`config.mk`:
```
export PLATFORM = sky130hd
export DESIGN_NAME = aging_page_replacement_core
export DESIGN_NICKNAME = d
export VERILOG_FILES = /design/src/rtl/apr_pkg.sv /design/src/rtl/aging_page_replacement_core.sv /design/src/rtl/apr_frame_store.sv
export SDC_FILE = /design/constraint.sdc
export NUM_CORES = 1
export LEC_CHECK = 0
export ABC_CLOCK_PERIOD_IN_PS = 4700
export BUFFER_PORTS_ARGS = -buffer_cell sky130_fd_sc_hd__clkbuf_2
export CAP_MARGIN = 0
export CORE_MARGIN = 2
export CORE_UTILIZATION = 61
export CTS_BUF_LIST = sky130_fd_sc_hd__clkbuf_16
export DETAILED_ROUTE_END_ITERATION = 12
export GPL_TIMING_DRIVEN = 0
export HOLD_SLACK_MARGIN = 0.02
export PLACE_DENSITY = 0.77
export SYNTH_ARGS = -nofsm -noshare
export SYNTH_HDL_FRONTEND = slang
export SYNTH_HIERARCHICAL = 1
export SYNTH_SLANG_ARGS = --single-unit
export TNS_END_PERCENT = 30
```
`constraint.sdc`:
```
create_clock -name clk -period 4.7 [get_ports clk]
set_clock_uncertainty 0.05 [all_clocks]
set_input_delay 0.94 -clock clk [delete_from_list [all_inputs] [get_ports clk]]
set_output_delay 0.94 -clock clk [all_outputs]
set_load 0.005 [all_outputs]
```
`src/rtl/apr_pkg.sv`:
```
// Shared types and constants for the aging page replacement core.
// Holds the sequencer state type, the frame store write controls and the age codes.
// No dependencies.
package apr_pkg;

  // Default sizes, handed down as parameter defaults from the top level.
  localparam int unsigned FRAMES_DEF    = 16;
  localparam int unsigned PAGE_BITS_DEF = 20;

  // Fixed field widths of the ports.
  localparam int unsigned CFG_W       = 5;
  localparam int unsigned AGE_W       = 8;
  localparam int unsigned FRM_OUT_W   = 4;
  localparam int unsigned TOTAL_W     = 32;

  // Reset value of the frames-in-use register.
  localparam logic [CFG_W-1:0] CFG_FRAMES_RST = 5'd16;

  // Age codes.
  localparam logic [AGE_W-1:0] AGE_FULL = 8'hFF;
  localparam logic [AGE_W-1:0] AGE_NEW  = 8'h80;
  localparam logic [AGE_W-1:0] AGE_TOP  = 8'h80;

  // Sequencer states.
  typedef enum logic [2:0] {
    ST_IDLE,
    ST_SEARCH,
    ST_HIT_RD,
    ST_HIT_WR,
    ST_SCAN,
    ST_FILL,
    ST_DONE
  } apr_state_t;

  // Write strobes into the frame store.
  typedef struct packed {
    logic tag_we;
    logic age_we;
  } apr_wr_ctl_t;

endpackage

```
`src/rtl/aging_page_replacement_core.sv`:
```
// Aging page replacement core: top level with the sequencer and the result register.
// Instantiates apr_frame_store; depends on apr_pkg.
//
// Usage:
//   The input channel (in_valid/in_ready/in_page_number) takes one page reference
//   per word. The result channel (out_valid/out_ready and the out_ fields) returns
//   one word per reference: hit flag, frame holding the page, and the running hit
//   and miss totals including this reference.
//   The block works on one reference at a time. A tag scan reads one frame per
//   cycle through the frame store read port; a hit then reads and rewrites the
//   age of the matching frame (ST_HIT_RD, ST_HIT_WR). A miss runs a second pass
//   over the managed frames that finds the oldest frame and shifts every age,
//   then writes the new page. in_ready is high only while the block is idle.
//   The result register lets the next reference in while a result waits; a
//   stalled receiver then holds the following result in the sequencer.
//   cfg_wr_en/cfg_wr_data set frames_in_use; write it only while idle. Reset
//   clears ages, fill count and totals, sets 16 frames.
module aging_page_replacement_core
  import apr_pkg::*;
#(
  parameter int unsigned FRAMES    = FRAMES_DEF,
  parameter int unsigned PAGE_BITS = PAGE_BITS_DEF
) (
  input  logic                 clk,
  input  logic                 rst_n,
  // Input channel.
  input  logic                 in_valid,
  output logic                 in_ready,
  input  logic [PAGE_BITS-1:0] in_page_number,
  // Result channel.
  output logic                 out_valid,
  input  logic                 out_ready,
  output logic                 out_hit,
  output logic [FRM_OUT_W-1:0] out_frame_index,
  output logic [TOTAL_W-1:0]   out_hit_total,
  output logic [TOTAL_W-1:0]   out_miss_total,
  // Configuration port.
  input  logic                 cfg_wr_en,
  input  logic [CFG_W-1:0]     cfg_wr_data
);

  localparam int unsigned IDX_W = (FRAMES > 1) ? $clog2(FRAMES) : 1;
  localparam int unsigned CNT_W = $clog2(FRAMES + 1);
  localparam int unsigned NW    = (CNT_W > CFG_W) ? CNT_W : CFG_W;

  apr_state_t state_r, state_nxt;

  logic [CFG_W-1:0]     cfg_frames_r;
  logic [PAGE_BITS-1:0] page_r, page_nxt;
  logic [CNT_W-1:0]     n_r, n_nxt;
  logic [CNT_W-1:0]     limit_r, limit_nxt;
  logic [CNT_W-1:0]     filled_r, filled_nxt;
  logic [CNT_W-1:0]     rd_cnt_r, rd_cnt_nxt;
  logic                 q_vld_r, q_vld_nxt;
  logic [IDX_W-1:0]     q_idx_r, q_idx_nxt;
  logic                 hit_r, hit_nxt;
  logic [IDX_W-1:0]     frame_r, frame_nxt;
  logic [AGE_W-1:0]     best_age_r, best_age_nxt;
  logic [IDX_W-1:0]     best_idx_r, best_idx_nxt;
  logic [TOTAL_W-1:0]   hit_cnt_r, hit_cnt_nxt;
  logic [TOTAL_W-1:0]   miss_cnt_r, miss_cnt_nxt;

  logic                 out_valid_r, out_valid_nxt;
  logic                 out_hit_r, out_hit_nxt;
  logic [FRM_OUT_W-1:0] out_frame_r, out_frame_nxt;
  logic [TOTAL_W-1:0]   out_hit_tot_r, out_hit_tot_nxt;
  logic [TOTAL_W-1:0]   out_miss_tot_r, out_miss_tot_nxt;

  // Frame store connections.
  logic [IDX_W-1:0]     rd_idx;
  logic [PAGE_BITS-1:0] tag_q;
  logic [AGE_W-1:0]     age_q;
  apr_wr_ctl_t          wr_ctl;
  logic [IDX_W-1:0]     wr_idx;
  logic [AGE_W-1:0]     age_wdata;

  // Derived control terms.
  logic                 in_acc;
  logic                 slot_free;
  logic                 search_issue;
  logic                 scan_issue;
  logic                 tag_match;
  logic                 has_free;
  logic [NW-1:0]        cfg_ext;
  logic [NW-1:0]        frames_ext;
  logic [NW-1:0]        n_calc;
  logic [CNT_W-1:0]     n_acc;
  logic [IDX_W+FRM_OUT_W-1:0] frame_ext;

  assign in_acc       = in_valid && in_ready;
  assign slot_free    = !out_valid_r || out_ready;
  assign search_issue = rd_cnt_r < limit_r;
  assign scan_issue   = rd_cnt_r < n_r;
  assign tag_match    = q_vld_r && (tag_q == page_r);
  assign has_free     = filled_r < n_r;
  assign frame_ext    = {{FRM_OUT_W{1'b0}}, frame_r};

  // Managed frame count: zero acts as one, values above FRAMES act as FRAMES.
  assign cfg_ext    = NW'(cfg_frames_r);
  assign frames_ext = NW'(FRAMES);
  always_comb begin
    if (cfg_ext == '0) begin
      n_calc = NW'(1);
    end else if (cfg_ext > frames_ext) begin
      n_calc = frames_ext;
    end else begin
      n_calc = cfg_ext;
    end
  end
  assign n_acc = n_calc[CNT_W-1:0];

  apr_frame_store #(
    .FRAMES    (FRAMES),
    .PAGE_BITS (PAGE_BITS)
  ) u_store (
    .clk       (clk),
    .rst_n     (rst_n),
    .rd_idx    (rd_idx),
    .tag_q     (tag_q),
    .age_q     (age_q),
    .wr_ctl    (wr_ctl),
    .wr_idx    (wr_idx),
    .tag_wdata (page_r),
    .age_wdata (age_wdata)
  );

  // Next state.
  always_comb begin
    state_nxt = state_r;
    case (state_r)
      ST_IDLE: begin
        if (in_acc) begin
          state_nxt = ST_SEARCH;
        end
      end
      ST_SEARCH: begin
        if (tag_match) begin
          state_nxt = ST_HIT_RD;
        end else if (!q_vld_r && !search_issue) begin
          state_nxt = ST_SCAN;
        end
      end
      ST_HIT_RD: state_nxt = ST_HIT_WR;
      ST_HIT_WR: state_nxt = ST_DONE;
      ST_SCAN: begin
        if (!q_vld_r && !scan_issue) begin
          state_nxt = ST_FILL;
        end
      end
      ST_FILL: state_nxt = ST_DONE;
      ST_DONE: begin
        if (slot_free) begin
          state_nxt = ST_IDLE;
        end
      end
      default: state_nxt = ST_IDLE;
    endcase
  end

  // Sequencer outputs: handshake, store read address and store writes.
  always_comb begin
    in_ready  = 1'b0;
    rd_idx    = rd_cnt_r[IDX_W-1:0];
    wr_ctl    = '0;
    wr_idx    = q_idx_r;
    age_wdata = age_q >> 1;
    case (state_r)
      ST_IDLE: begin
        in_ready = 1'b1;
      end
      ST_HIT_RD: begin
        rd_idx = frame_r;
      end
      ST_HIT_WR: begin
        wr_ctl.age_we = 1'b1;
        wr_idx        = frame_r;
        age_wdata     = (age_q >> 1) | AGE_TOP;
      end
      ST_SCAN: begin
        // Every managed frame shifts; the new frame is overwritten afterwards.
        wr_ctl.age_we = q_vld_r;
        wr_idx        = q_idx_r;
        age_wdata     = age_q >> 1;
      end
      ST_FILL: begin
        wr_ctl.tag_we = 1'b1;
        wr_ctl.age_we = 1'b1;
        wr_idx        = frame_r;
        age_wdata     = has_free ? AGE_NEW : AGE_FULL;
      end
      default: begin
        in_ready = 1'b0;
      end
    endcase
  end

  // Datapath next values.
  always_comb begin
    page_nxt         = page_r;
    n_nxt            = n_r;
    limit_nxt        = limit_r;
    filled_nxt       = filled_r;
    rd_cnt_nxt       = rd_cnt_r;
    q_vld_nxt        = 1'b0;
    q_idx_nxt        = q_idx_r;
    hit_nxt          = hit_r;
    frame_nxt        = frame_r;
    best_age_nxt     = best_age_r;
    best_idx_nxt     = best_idx_r;
    hit_cnt_nxt      = hit_cnt_r;
    miss_cnt_nxt     = miss_cnt_r;
    out_valid_nxt    = out_valid_r && !out_ready;
    out_hit_nxt      = out_hit_r;
    out_frame_nxt    = out_frame_r;
    out_hit_tot_nxt  = out_hit_tot_r;
    out_miss_tot_nxt = out_miss_tot_r;
    case (state_r)
      ST_IDLE: begin
        // Latch the word and the search bounds.
        if (in_acc) begin
          page_nxt   = in_page_number;
          n_nxt      = n_acc;
          limit_nxt  = (filled_r < n_acc) ? filled_r : n_acc;
          rd_cnt_nxt = '0;
        end
      end
      ST_SEARCH: begin
        // One tag read per cycle; the compare uses the registered read data.
        q_vld_nxt = search_issue;
        q_idx_nxt = rd_cnt_r[IDX_W-1:0];
        if (search_issue) begin
          rd_cnt_nxt = rd_cnt_r + CNT_W'(1);
        end
        if (tag_match) begin
          hit_nxt   = 1'b1;
          frame_nxt = q_idx_r;
        end else if (!q_vld_r && !search_issue) begin
          hit_nxt    = 1'b0;
          rd_cnt_nxt = '0;
        end
      end
      ST_SCAN: begin
        // Oldest-frame search over the original ages; lowest index wins a tie.
        q_vld_nxt = scan_issue;
        q_idx_nxt = rd_cnt_r[IDX_W-1:0];
        if (scan_issue) begin
          rd_cnt_nxt = rd_cnt_r + CNT_W'(1);
        end
        if (q_vld_r && ((q_idx_r == '0) || (age_q < best_age_r))) begin
          best_age_nxt = age_q;
          best_idx_nxt = q_idx_r;
        end
        if (!q_vld_r && !scan_issue) begin
          frame_nxt = has_free ? filled_r[IDX_W-1:0] : best_idx_r;
        end
      end
      ST_FILL: begin
        if (has_free) begin
          filled_nxt = filled_r + CNT_W'(1);
        end
      end
      ST_DONE: begin
        // Count and publish once the result register is free.
        if (slot_free) begin
          hit_cnt_nxt      = hit_cnt_r + TOTAL_W'(hit_r);
          miss_cnt_nxt     = miss_cnt_r + TOTAL_W'(!hit_r);
          out_valid_nxt    = 1'b1;
          out_hit_nxt      = hit_r;
          out_frame_nxt    = frame_ext[FRM_OUT_W-1:0];
          out_hit_tot_nxt  = hit_cnt_r + TOTAL_W'(hit_r);
          out_miss_tot_nxt = miss_cnt_r + TOTAL_W'(!hit_r);
        end
      end
      default: begin
        q_vld_nxt = 1'b0;
      end
    endcase
  end

  // Control registers.
  always_ff @(posedge clk) begin
    if (!rst_n) begin
      state_r      <= ST_IDLE;
      cfg_frames_r <= CFG_FRAMES_RST;
      filled_r     <= '0;
      q_vld_r      <= 1'b0;
      hit_cnt_r    <= '0;
      miss_cnt_r   <= '0;
      out_valid_r  <= 1'b0;
    end else begin
      state_r      <= state_nxt;
      if (cfg_wr_en) begin
        cfg_frames_r <= cfg_wr_data;
      end
      filled_r     <= filled_nxt;
      q_vld_r      <= q_vld_nxt;
      hit_cnt_r    <= hit_cnt_nxt;
      miss_cnt_r   <= miss_cnt_nxt;
      out_valid_r  <= out_valid_nxt;
    end
  end

  // Payload registers.
  always_ff @(posedge clk) begin
    page_r         <= page_nxt;
    n_r            <= n_nxt;
    limit_r        <= limit_nxt;
    rd_cnt_r       <= rd_cnt_nxt;
    q_idx_r        <= q_idx_nxt;
    hit_r          <= hit_nxt;
    frame_r        <= frame_nxt;
    best_age_r     <= best_age_nxt;
    best_idx_r     <= best_idx_nxt;
    out_hit_r      <= out_hit_nxt;
    out_frame_r    <= out_frame_nxt;
    out_hit_tot_r  <= out_hit_tot_nxt;
    out_miss_tot_r <= out_miss_tot_nxt;
  end

  assign out_valid       = out_valid_r;
  assign out_hit         = out_hit_r;
  assign out_frame_index = out_frame_r;
  assign out_hit_total   = out_hit_tot_r;
  assign out_miss_total  = out_miss_tot_r;

`ifndef SYNTHESIS
  // The fill count never runs past the frame array.
  a_filled_bound: assert property (@(posedge clk) disable iff (!rst_n)
    filled_r <= CNT_W'(FRAMES))
    else $error("fill count exceeds frame count");

  // The frame written on a miss is one of the managed frames.
  a_fill_in_range: assert property (@(posedge clk) disable iff (!rst_n)
    (state_r == ST_FILL) |-> (CNT_W'(frame_r) < n_r))
    else $error("miss writes a frame outside the managed set");

  // Each published result bumps exactly one of the two totals.
  a_one_count: assert property (@(posedge clk) disable iff (!rst_n)
    (state_r == ST_DONE && slot_free) |=>
      (TOTAL_W'(hit_cnt_r + miss_cnt_r) ==
       TOTAL_W'($past(hit_cnt_r) + $past(miss_cnt_r) + TOTAL_W'(1))))
    else $error("hit and miss totals out of step");

  // A hit only comes out of the tag search.
  a_hit_source: assert property (@(posedge clk) disable iff (!rst_n)
    (state_r == ST_HIT_RD) |-> ($past(state_r) == ST_SEARCH))
    else $error("hit path entered without a search");
`endif

endmodule

```
`src/rtl/apr_frame_store.sv`:
```
// Frame store: page tag memory and age memory with one read and one write port each.
// Ages read as zero until their entry is first written (valid bit per frame).
// Depends on apr_pkg.
module apr_frame_store
  import apr_pkg::*;
#(
  parameter int unsigned FRAMES    = FRAMES_DEF,
  parameter int unsigned PAGE_BITS = PAGE_BITS_DEF
) (
  input  logic                                        clk,
  input  logic                                        rst_n,
  input  logic [((FRAMES > 1) ? $clog2(FRAMES) : 1)-1:0] rd_idx,
  output logic [PAGE_BITS-1:0]                        tag_q,
  output logic [AGE_W-1:0]                            age_q,
  input  apr_wr_ctl_t                                 wr_ctl,
  input  logic [((FRAMES > 1) ? $clog2(FRAMES) : 1)-1:0] wr_idx,
  input  logic [PAGE_BITS-1:0]                        tag_wdata,
  input  logic [AGE_W-1:0]                            age_wdata
);

  logic [PAGE_BITS-1:0] tag_mem [FRAMES];
  logic [AGE_W-1:0]     age_mem [FRAMES];
  logic [FRAMES-1:0]    age_vld_r;

  logic [PAGE_BITS-1:0] tag_q_r;
  logic [AGE_W-1:0]     age_q_r;
  logic                 age_vld_q_r;

  // Tag memory: registered read, single write.
  always_ff @(posedge clk) begin
    if (wr_ctl.tag_we) begin
      tag_mem[wr_idx] <= tag_wdata;
    end
    tag_q_r <= tag_mem[rd_idx];
  end

  // Age memory: registered read, single write.
  always_ff @(posedge clk) begin
    if (wr_ctl.age_we) begin
      age_mem[wr_idx] <= age_wdata;
    end
    age_q_r <= age_mem[rd_idx];
  end

  // Valid bits stand in for the all-zero reset of the ages.
  always_ff @(posedge clk) begin
    if (!rst_n) begin
      age_vld_r   <= '0;
      age_vld_q_r <= 1'b0;
    end else begin
      if (wr_ctl.age_we) begin
        age_vld_r[wr_idx] <= 1'b1;
      end
      age_vld_q_r <= age_vld_r[rd_idx];
    end
  end

  assign tag_q = tag_q_r;
  assign age_q = age_vld_q_r ? age_q_r : '0;

endmodule
```
# Yosys cells after proc, flatten, opt, wreduce, memory -nomap -nowiden
# Memories as Yosys holds them, arrays and structs flattened. A register that Yosys moved wholly into a read port is not among the register bits.
# Cells that the tools add are included.
[word_totals] out_inout_bits=71 romBits=0 ram_bits=448 in_bits=30 memories=2 regBits=221 latchBits=0 elab_cells=121
[op_classes] n_div=0 bitwise=1 n_eq_ne=13 order_cmp=9 n_addsub=4 muxes=39 multipliers=0 shift=0 n_reduce_logical=31
[mem_list] name="u_store.tag_mem" depth=16 word_bits=20 read_ports=1 rd_ports_with_merged_regs=1 write_ports=1 line="apr_frame_store.sv:21" rtl="logic [PAGE_BITS-1:0] tag_mem [FRAMES];"
[mem_list] name="u_store.age_mem" depth=16 word_bits=8 read_ports=1 rd_ports_with_merged_regs=1 write_ports=1 line="apr_frame_store.sv:22" rtl="logic [AGE_W-1:0] age_mem [FRAMES];"
[ops] operator="$add A32 B1 Y32" count=2
[ops] operator="$mux W5" count=8
[ops] operator="$eq A20 B20 Y1" count=1
[ops] operator="$lt A5 B5 Y1" count=4
[ops] operator="$mux W4" count=5
[ops] operator="$pmux W3 S6" count=1
[ops] operator="$or A16 B16 Y16" count=1
[ops] operator="$pmux W8 S2" count=1
[ops] operator="$mux W3" count=5
[ops] operator="$pmux W5 S3" count=1
[ops] operator="$mux W1" count=11
[ops] operator="$add A5 B1 Y5 const B" count=2
[ops] operator="$lt A4 B5 Y1 const B" count=2
[ops] operator="$ne A2 B2 Y1 const B" count=5
[ops] operator="$reduce_and A2 Y1" count=5
[ops] operator="$eq A3 B3 Y1 const B" count=3
[ops] operator="$lt A8 B8 Y1" count=1
[ops] operator="$mux W8" count=1
[ops] operator="$pmux W4 S2" count=1
[ops] operator="$logic_and A1 B1 Y1" count=7
[ops] operator="$mux W7" count=1
[ops] operator="$eq A3 B2 Y1 const B" count=2
[ops] operator="$logic_not A1 Y1" count=6
[ops] operator="$reduce_and A3 Y1" count=2
[ops] operator="15 further kinds" count=19

# Logic depth before layout (Yosys ltp)
# Gate-level depths: netlist of the first run.
[depth] depth_word=8 ltp_mapped=11 ltp_nobuf=9

# Hierarchy
# Netlist of the first run, hierarchy kept.
[modules_own_cells] module="apr_frame_store" area_per_inst_um2=18267.5 cells_each=825 n_inst=1 seq_area_each_um2=14353.8
[modules_own_cells] module="aging_page_replacement_core" area_per_inst_um2=9565.4 cells_each=886 n_inst=1 seq_area_each_um2=5335.1

# Least setup slack after synthesis of the first run
# Ideal clock, no wire load.
[synth_timing] path_type="input to register" startpoint="in out_ready" endpoint="reg miss_cnt_r[27]" slack_ns=0.496 required_ns=4.519 cell_stages=8 n_path_buf=2 setup_time_ns=0.131 arrival_ns=4.023 path_cell_list="nand2b_1 -> nand2_1 -> buf_4 -> inv_1 -> clkbuf_1 -> nand4_1 -> nand3_1 -> o21ai_0"
[synth_between] elab_chain_cells=2
[synth_rtl] element="from (decl)" line="aging_page_replacement_core.sv:32" rtl="input logic out_ready,"
[synth_rtl] element="$logic_or A1 B1 Y1" line="aging_page_replacement_core.sv:91" rtl="assign slot_free = !out_valid_r || out_ready;"
[synth_rtl] element="$reduce_and A2 Y1 (no line)"
[synth_rtl] element="to (signal assigned)" line="aging_page_replacement_core.sv:298" rtl="miss_cnt_r <= miss_cnt_nxt;"
[synth_rtl] element="to (decl)" line="aging_page_replacement_core.sv:61" rtl="logic [TOTAL_W-1:0] miss_cnt_r, miss_cnt_nxt;"
# No other way between the ends.
# A chain may end at the register's enable or synchronous reset.

# Worst setup path in the final report of the first run
[layout_timing] startpoint="reg state_r[2]" endpoint="mem u_store.age_mem[3][0] (enable)"
[layout_between] word_cells_on_any_way=8 cone_classes="eq/ne (3); mux (4); reduce/logical (1)"
[layout_lines] element="from (decl)" line="aging_page_replacement_core.sv:46" rtl="apr_state_t state_r, state_nxt;"
[layout_lines] element="from (signal assigned)" line="aging_page_replacement_core.sv:291" rtl="state_r <= state_nxt;"
[layout_lines] element="$eq A3 B3 Y1 or $eq A3 B2 Y1 (tied branches)" line="aging_page_replacement_core.sv:167" rtl="case (state_r)"
[layout_lines] element="$reduce_or A2 Y1 (no line) *"
[layout_lines] element="$mux W4 *" line="aging_page_replacement_core.sv:167"
[layout_lines] element="via wr_idx[0]" line="aging_page_replacement_core.sv:74" rtl="logic [IDX_W-1:0] wr_idx;"
[layout_lines] element="to (decl)" line="apr_frame_store.sv:22"
# Mark *: on every way through the listed nets, which the timed path passes. The rest lies on a longest branch.

==> results of run 1 <==
worst reg2reg max path: stages (launching register included):
cell      delay, ps
dfxtp_1         440
clkbuf_1        360
xor2_1          200
nand2_1         160
inv_1           510
nand2_1         110
nand2_1         130
clkbuf_1        400
nand3_1         290
nor3_1         1110
path summary, 6_finish.rpt:
kind	start	endpoint	slack, ps	depth (start not counted)
max	state_r[2]	u_store/age_mem[3][0]	540	9
min	u_store/age_vld_r[14]	u_store/age_vld_r[14]	420	1
max reg2reg	state_r[2]	u_store/age_mem[3][0]	540	9
min reg2reg	u_store/age_vld_r[14]	u_store/age_vld_r[14]	420	1
cells in the final DEF, fill, tap and decap left out, types with 6 or more instances in the layout:
cell and count:
a21o_1 6, a21oi_1 41, a22oi_1 40, a22oi_2 16, and2_1 13, and4_1 8
buf_2 20, buf_6 13, buf_8 9, clkbuf_1 46, clkbuf_16 74, clkbuf_2 101
clkinv_1 18, clkinv_2 10, dfxtp_1 124, edfxtp_1 573, ha_1 29, inv_1 44
mux2_2 9, mux2i_1 13, mux4_2 114, nand2_1 113, nand2b_1 18, nand3_1 34
nand4_1 23, nor2_1 97, nor2_2 9, nor2b_1 6, nor3_1 28, nor3_2 6
nor4_1 11, o211ai_1 8, o21a_1 26, o21ai_0 30, or3_1 24, or4_1 9
xnor2_1 52, xor2_1 65
logic make-up after synthesis:
kind of cell	count (synthesis)
multiplexers	136
flip-flops	697
buffers and inverters	114
XOR/XNOR	117
AND/OR/NAND/NOR	425
adder cells (fa/ha/maj)	29
AO/OA/AOI/OAI	193
metrics by stage:
stage               TNS, ps  worst slack [ps]  cell area [µm²]  hold slack, ps
detailed placement        0               634            29400             403
global route              0               187            31700             425
finish                    0               540            31700             418
floorplan                 0               496            27800             385
global placement    -104430             -1120            29100             394
CTS                       0               627            31700             414
where the power goes:
| part | switching, W | leakage (nW) | internal (W) | total (W) |
|---|---|---|---|---|
| Combinational | 0.00197 | 3.51 | 0.00143 | 0.00340 |
| Sequential | 0.000312 | 6.41 | 0.00722 | 0.00753 |
| Clock | 0.00225 | 1.14 | 0.00308 | 0.00533 |
| Total | 0.00453 | 11.1 | 0.0117 | 0.0163 |
metal layers:
metal,up-vias,share of wire (%),global-route usage [%]
met3,136,7.5,5.82
met1,7970,39,34.1
met5,-,0.018,0
met4,2,3.1,9.41
met2,654,50,42.8
li1,7000,-,-
sequential cells by signal, summed over array words and instances, names as in the netlist, 8 cells and up:
name and cells:
out_hit_total 32, hit_cnt_r 32, page_r 20, u_store/age_mem 128
u_store/tag_mem 320, best_age_r 8, u_store/tag_q 20, u_store/age_q_r 8
miss_cnt_r 32, u_store/age_vld_r 16, out_miss_total 32
final cells by class:
type	count	area [µm²]	area share, %
inverter	31	116	0.367
antenna	1	2.50	0.00790
clock inverter	56	382	1.20
clock buffer	74	1850	5.84
buffer	83	407	1.28
multi-input combinational	900	7700	24.3
sequential	697	19700	62.1
timing repair buffer	119	792	2.50
tap	600	751	2.37
==> impl_metrics.yaml, run 1 <==
synthesis:
  synth_area_leaders: "edfxtp_1, mux4_2, dfxtp_1"
  synth_fp_nets: 1770
  yosysTopAreaCellShare_pct: 61.8
  yosysMostFrequentCell: "edfxtp_1"
  synthAdderAreaFrac_pct: 1.30
  synthSimpleGateAreaFrac_pct: 7.48
  yosysWarningCount: 6
  muxShareOfSynthArea_pct: 10.1
  synth-async-reset-ratio_pct: 0
  syn_avg_cell_area_um2: 16.3
  ys_types: 62
  synth_top_family_by_area: "multiplexers"
  yosysTopAreaCell: "edfxtp_1"
  yosysSeqAreaShare_pct: 70.7
  ys.flop_type: "edfxtp_1"
  synth_xor_area_share_pct: 3.68
  synth_compound_area_share_pct: 4.87
  synth_edf_count: 573
  syn_area_um2: 27800
  ys_ff_latch: 697
  synth_commonest_cells: "edfxtp_1, dfxtp_1, mux4_2, nand2_1, nor2_1"
  syn-instance-count: 1711
worst_hold_path:
  worstHoldPathType: "reg2reg"
floorplan:
  dieHeight_um: 218
  ioPinCount: 101
  num_rows: 78
  dieArea_um2: 47400
  die_x_um: 218
  start_util_pct: 61.6
  core-area_um2: 45200
cells_and_area:
  fillCellCount: 2787
  drive_above_1_share_pct: 21.4
  fin_cells: 2561
  utilization_pct: 70.1
  area_growth_pct: 13.9
  fin_nets: 1961
detailed_routing:
  viasPerCell: 6.15
  antenna_left: 0
  drcViolationCount: 0
  route.vias.total: 15800
  dr.pass1.iters: 8
  wl_per_cell_um: 23.4
  drt-initial-drc-count: 1404
  routed_wirelength_um: 59800
setup_path:
  cp.required_ps: 4860
  worst_path_max_delay_cell: "nor3_1"
  cp-start-kind: "flop"
  cp_top_family: "simple AND/OR/NAND/NOR gates"
  path_cells: "clkbuf_1 -> xor2_1 -> nand2_1 -> inv_1 -> nand2_1 -> nand2_1 -> clkbuf_1 -> nand3_1 -> nor3_1"
  arrival_ps: 4320
  cp-end-kind: "flop"
  critPathMaxFanout: 20
  crit_buf_inv: 3
  cp_common_cell: "nand2_1"
  max_stage_delay_ps: 1110
  critPathKind: "reg2reg"
global_route:
  grt_pass1_vias: 16000
  antenna_found_initial: 2
  grt_pass1_wl_um: 91500
  track_usage_pct: 25.9
  grt_overflow_total: 0
  grt_max_degree: 66
timing:
  slew_headroom_pct: 7.28
  fin_crit_sh_pct: 88.5
  hold_violations: 0
  tightest_slew_ps: 1380
  min_period_ps: 4160
  slew_viol_final: 0
  rsz0062_at_grt: "false"
  max_freq_mhz: 240
  finalSetupViolations: 0
run:
  cap_violations: 0
cts:
  cts_resized: 0
  clock_path_buffers: 3
  cts_max_level: 3
  hold_buffers: 0
  insertion_delay_ps: 610
  clock-sinks: 697
  root_buffer: "clkbuf_16"
  cts_buffers: 70
  clkTransAtPathRegs_ps: 60
  cts_tree: "yes"
  cts_setup_buffers: 0
placed_design:
  dp_hpwl_um: 39000
  dp.cells: 2430
  port_buffers: 99
  place_congestion: 0.864
pwr:
  leakage_nw: 11.1
  p_per_area_nw_per_um2: 513
  p_total_w: 0.0163
  irDropWorstVdd_mv: 0.375
outcome:
  status: "finished clean"
Power figures use the tool's default switching activity.
==> run 2, diff against run 1 <==
--- a/config.mk
+++ b/config.mk
@@ -6,15 +6,15 @@
 export NUM_CORES = 1
 export LEC_CHECK = 0
 export ABC_CLOCK_PERIOD_IN_PS = 4700
-export BUFFER_PORTS_ARGS = -buffer_cell sky130_fd_sc_hd__clkbuf_2
 export CAP_MARGIN = 0
 export CORE_MARGIN = 2
 export CORE_UTILIZATION = 61
 export CTS_BUF_LIST = sky130_fd_sc_hd__clkbuf_16
 export DETAILED_ROUTE_END_ITERATION = 12
+export DONT_BUFFER_PORTS = 1
 export GPL_TIMING_DRIVEN = 0
 export HOLD_SLACK_MARGIN = 0.02
-export PLACE_DENSITY = 0.77
+export PLACE_DENSITY = 0.75
 export SYNTH_ARGS = -nofsm -noshare
 export SYNTH_HDL_FRONTEND = slang
 export SYNTH_HIERARCHICAL = 1
==> run 2 against run 1 <==
Compared with the run above: total power grew 0.25%; non-clock buffer count fell by 100; combinational power decreased by 2%; count of clock-buffer cells in the layout decreased by 1; critical endpoint is now u_store/tag_mem[12][9]; highest routed layer is now met4.
==> impl_metrics.yaml, run 2 (same netlist as run 1, synthesis figures left out) <==
detailed_routing:
  route.vias.total: 15400
  antenna_left: 0
  wl_per_cell_um: 23.8
  met2_length_um: 29300
  drt-initial-drc-count: 1466
  dr.pass1.iters: 5
  wl_met3_um: 4080
  topRoutingLayerUsed: "met4"
  routed_wirelength_um: 58500
  viasPerCell: 6.27
  wl_met1_um: 23300
  drcViolationCount: 0
cells_and_area:
  fin_nets: 1862
  final_common_cell: "edfxtp_1"
  drive_above_1_share_pct: 17.1
  largest_reg_flops: 320
  fin_cells: 2458
  top_register: "u_store/tag_mem"
  top_regs: "u_store/tag_mem: 320 flops, u_store/age_mem: 128 flops"
  mostFrequentLayoutCells: "edfxtp_1, dfxtp_1, mux4_2"
  area_growth_pct: 12.3
timing:
  tightest_slew_ps: 1280
  tns_ps: 0
  min_period_ps: 4330
  max_freq_mhz: 231
  slew_headroom_pct: 14.3
  finalSetupViolations: 0
  slew_viol_final: 0
  rsz0062_at_grt: "false"
  fin_crit_sh_pct: 92.2
  layout_setup_ws_ps: 369
  hold_violations: 0
cts:
  cts_max_level: 3
  cts_buffers: 71
  hold_buffers: 0
  clock_path_buffers: 3
  root_buffer: "clkbuf_16"
  clock-sinks: 697
  insertion_delay_ps: 610
  cts_setup_buffers: 0
  clkTransAtPathRegs_ps: 60
  cts_resized: 0
  cts_tree: "yes"
global_route:
  grt_max_degree: 53
  grt_pass1_wl_um: 89900
  grt_pass1_vias: 15400
  track_usage_pct: 25.4
  grt_overflow_total: 0
  antenna_found_initial: 1
setup_path:
  critPathMaxFanout: 20
  cp.required_ps: 4960
  arrival_ps: 4590
  cp-end-kind: "flop"
  critPathKind: "reg2reg"
  cp-start-kind: "flop"
pwr:
  combPwrFrac_pct: 20.4
  clkPwrFrac_pct: 33.4
  p_int_w: 0.0118
  leakage_nw: 10.7
  irDropWorstVdd_mv: 0.415
  p_seq_share_pct: 46.2
  p_per_area_nw_per_um2: 521
  p_sw_w: 0.00446
  sw_frac_of_total_pct: 27.4
floorplan:
  dieHeight_um: 218
  start_util_pct: 61.6
  dieArea_um2: 47400
  core-area_um2: 45200
  ioPinCount: 101
  num_rows: 78
  die_x_um: 218
placed_design:
  post-place-ws_ps: 568
  dp_hpwl_um: 38200
  place_congestion: 0.852
  dp.cells: 2329
  port_buffers: 0
outcome:
  status: "finished clean"
worst_hold_path:
  worstHoldPathType: "in2reg"
run:
  cap_violations: 0
[run 2: changes by cell type in the layout (fill, tap and decap cells not counted), moves of 2 or more]
cell	change
inv_6	+2
bufinv_16	+3
clkinv_4	-3
clkinv_2	-2
buf_16	+4
buf_8	-4
clkbuf_2	-99
buf_6	-3
clkinv_1	-7
inv_1	+6
[run 2: metrics by stage]
step / util (%) / instance area [µm²] / total power [W] / hold WS (ps)
finish: 69.2 / 31300 / 0.0163 / 381
floorplan: - / 27800 / 0.00995 / 385
detailed placement: 64.1 / 29000 / 0.0110 / 403
global placement: 63.3 / 28600 / 0.0108 / 394
CTS: 69.1 / 31200 / 0.0164 / 349
global route: 69.2 / 31300 / 0.0169 / 347
[run 2: metal layers]
metal | vias to the layer above | track usage [%]
li1 | 6803 | -
met1 | 7856 | 34.1
met2 | 631 | 42.6
met3 | 121 | 4.84
met4 | 0 | 8.15
met5 | - | 0
[run 2: final timing paths]
check                     from                     end  slack (ps)  cells after the start
min          in_page_number[3]               page_r[3]         380                      0
min reg2reg      miss_cnt_r[0]           miss_cnt_r[0]         420                      2
max                 state_r[2]  u_store/tag_mem[12][9]         370                     11
max reg2reg         state_r[2]  u_store/tag_mem[12][9]         370                     11
[run 2: layout make-up]
class	instances	area [µm²]
repair buffers	19	325
multi-input cells	900	7710
inverters	31	116
clock buffers	73	1830
well taps	600	751
flip-flops and latches	697	19700
clock inverters	54	433
diodes	1	2.50
plain buffers	83	407
fillers	2836	13900
[run 2: power groups by stage]
stage          clock (W)  combinational, W  sequential, W
2_1_floorplan          0           0.00242        0.00753
3_3_place_gp           0           0.00318        0.00764
3_5_place_dp           0           0.00331        0.00765
4_1_cts          0.00552           0.00334        0.00753
5_1_grt          0.00575           0.00359        0.00757
6_report         0.00544           0.00333        0.00753
[run 2: critical path, stage by stage, from the launching register on]
cell and delay (ps):
dfxtp_1 440, clkbuf_1 350, xor2_1 180, nand2_1 150
inv_1 470, nand2_1 100, nand2_1 170, clkbuf_1 460
nand3_1 420, nor3_2 790, buf_8 240, buf_6 170
==> run 3, diff against run 2 <==
--- a/config.mk
+++ b/config.mk
@@ -14,9 +14,9 @@
 export DONT_BUFFER_PORTS = 1
 export GPL_TIMING_DRIVEN = 0
 export HOLD_SLACK_MARGIN = 0.02
-export PLACE_DENSITY = 0.75
+export PLACE_DENSITY = 0.77
 export SYNTH_ARGS = -nofsm -noshare
 export SYNTH_HDL_FRONTEND = slang
 export SYNTH_HIERARCHICAL = 1
 export SYNTH_SLANG_ARGS = --single-unit
-export TNS_END_PERCENT = 30
+export TNS_END_PERCENT = 1
==> run 3 against run 2 <==
Compared with the run above: register-to-register slack gained 220 ps; clock power decreased by 3%; cell count is 0.20% higher; total power down 0.61%; sequential share of layout area up 0.098 points; core utilization decreased by 0.11 points; hold slack worse by 7.8 ps; design area is 0.16% lower.
==> impl_metrics.yaml, run 3 (same netlist as run 1, synthesis figures left out) <==
timing:
  hold_violations: 0
  slew_headroom_pct: 16.3
  rsz0062_at_grt: "false"
  min_period_ps: 4110
  fin_crit_sh_pct: 87.4
  finalSetupViolations: 0
  tightest_slew_ps: 1250
  max_freq_mhz: 243
  tns_ps: 0
  slew_viol_final: 0
worst_hold_path:
  worstHoldPathType: "in2reg"
  hold_depth: 0
cts:
  clock_path_buffers: 3
  cts_buffers: 69
  cts_max_level: 3
  insertion_delay_ps: 620
  cts_setup_buffers: 0
  cts_tree: "yes"
  hold_buffers: 0
  root_buffer: "clkbuf_16"
  clkTransAtPathRegs_ps: 60
  cts_resized: 0
  clock-sinks: 697
pwr:
  irDropWorstVdd_mv: 0.378
  p_total_w: 0.0162
  p_seq_share_pct: 46.5
  sw_frac_of_total_pct: 28.0
  combPwrFrac_pct: 20.8
  p_sw_w: 0.00454
  clkPwrFrac_pct: 32.7
  leakage_nw: 10.7
  p_per_area_nw_per_um2: 519
  p_int_w: 0.0117
detailed_routing:
  drt-initial-drc-count: 1566
  drcViolationCount: 0
  routed_wirelength_um: 59200
  route.vias.total: 15500
  viasPerCell: 6.29
  wl_per_cell_um: 24.0
  dr.pass1.iters: 5
  antenna_left: 0
floorplan:
  core-area_um2: 45200
  start_util_pct: 61.6
  die_x_um: 218
  ioPinCount: 101
  num_rows: 78
  dieArea_um2: 47400
  dieHeight_um: 218
setup_path:
  critPathKind: "reg2reg"
  cp.required_ps: 4960
  r2r_cells: 10
  critPathMaxFanout: 20
  cp-end-kind: "flop"
  arrival_ps: 4370
  cp-start-kind: "flop"
placed_design:
  port_buffers: 0
  dp_hpwl_um: 38700
  place_congestion: 0.838
  dp.cells: 2330
cells_and_area:
  final_common_cell: "edfxtp_1"
  mostFrequentLayoutCells: "edfxtp_1, dfxtp_1, mux4_2"
  utilization_pct: 69.1
  area_growth_pct: 12.1
  top_register: "u_store/tag_mem"
  fin_nets: 1861
  largest_reg_flops: 320
  top_regs: "u_store/tag_mem: 320 flops, u_store/age_mem: 128 flops"
  drive_above_1_share_pct: 16.9
  fin_cells: 2463
global_route:
  grt_overflow_total: 0
  grt_pass1_vias: 15300
  grt_max_degree: 45
  grt_pass1_wl_um: 90100
  track_usage_pct: 25.4
  antenna_found_initial: 1
run:
  cap_violations: 0
outcome:
  status: "finished clean"
-- run 3: cell count changes in the layout (fill, tap and decap cells not counted), moves of 2 or more --
cell,before,now
clkinv_8,0,4
inv_1,50,56
inv_6,4,2
diode_2,1,4
clkbuf_16,73,69
clkinvlp_4,3,0
-- run 3: worst max-delay path: stages (launching register included) --
cell	delay (ps)
dfxtp_1	440
clkbuf_1	360
xor2_1	190
nand2_1	150
inv_1	510
nand2_1	110
nand2_1	180
clkbuf_1	400
nand3b_1	310
nor2_2	840
buf_16	230
-- run 3: worst paths after layout --
path         slack (ps)                    end                  start
max                 590  u_store/tag_mem[6][0]             state_r[2]
min                 370             page_r[10]     in_page_number[10]
max reg2reg         590  u_store/tag_mem[6][0]             state_r[2]
min reg2reg         420  u_store/age_vld_r[13]  u_store/age_vld_r[13]
-- run 3: cell type report --
| cell class | count | area, µm² |
|---|---|---|
| antenna | 4 | 10.0 |
| buffer | 83 | 407 |
| inverter | 31 | 116 |
| clock inverter | 59 | 470 |
| tap | 600 | 751 |
| multi-input combinational | 900 | 7710 |
| sequential | 697 | 19700 |
| fill | 2804 | 14000 |
| timing repair buffer | 20 | 337 |
| clock buffer | 69 | 1730 |
-- run 3: metrics by stage --
stage / area, µm² / worst slack [ps] / hold slack, ps
6_report: 31200 / 590 / 373
5_1_grt: 31200 / 347 / 340
4_1_cts: 31200 / 536 / 347
3_5_place_dp: 29000 / 527 / 402
3_3_place_gp: 28600 / -1190 / 393
2_1_floorplan: 27800 / 496 / 385
-- run 3: power groups by stage --
stage	registers [W]	clock network [W]	logic, W
after floorplan	0.00753	0	0.00242
final	0.00752	0.00530	0.00337
after detailed placement	0.00765	0	0.00332
after CTS	0.00752	0.00538	0.00336
after global placement	0.00763	0	0.00318
after global routing	0.00757	0.00562	0.00359
-- run 3: per-layer routing --
layer	routed length, µm	GRT usage, %	vias up
li1	-	-	6802
met1	23000	33.4	7817
met2	29600	42.3	744
met3	4910	5.61	132
met4	1650	8.81	0
met5	0	0	-
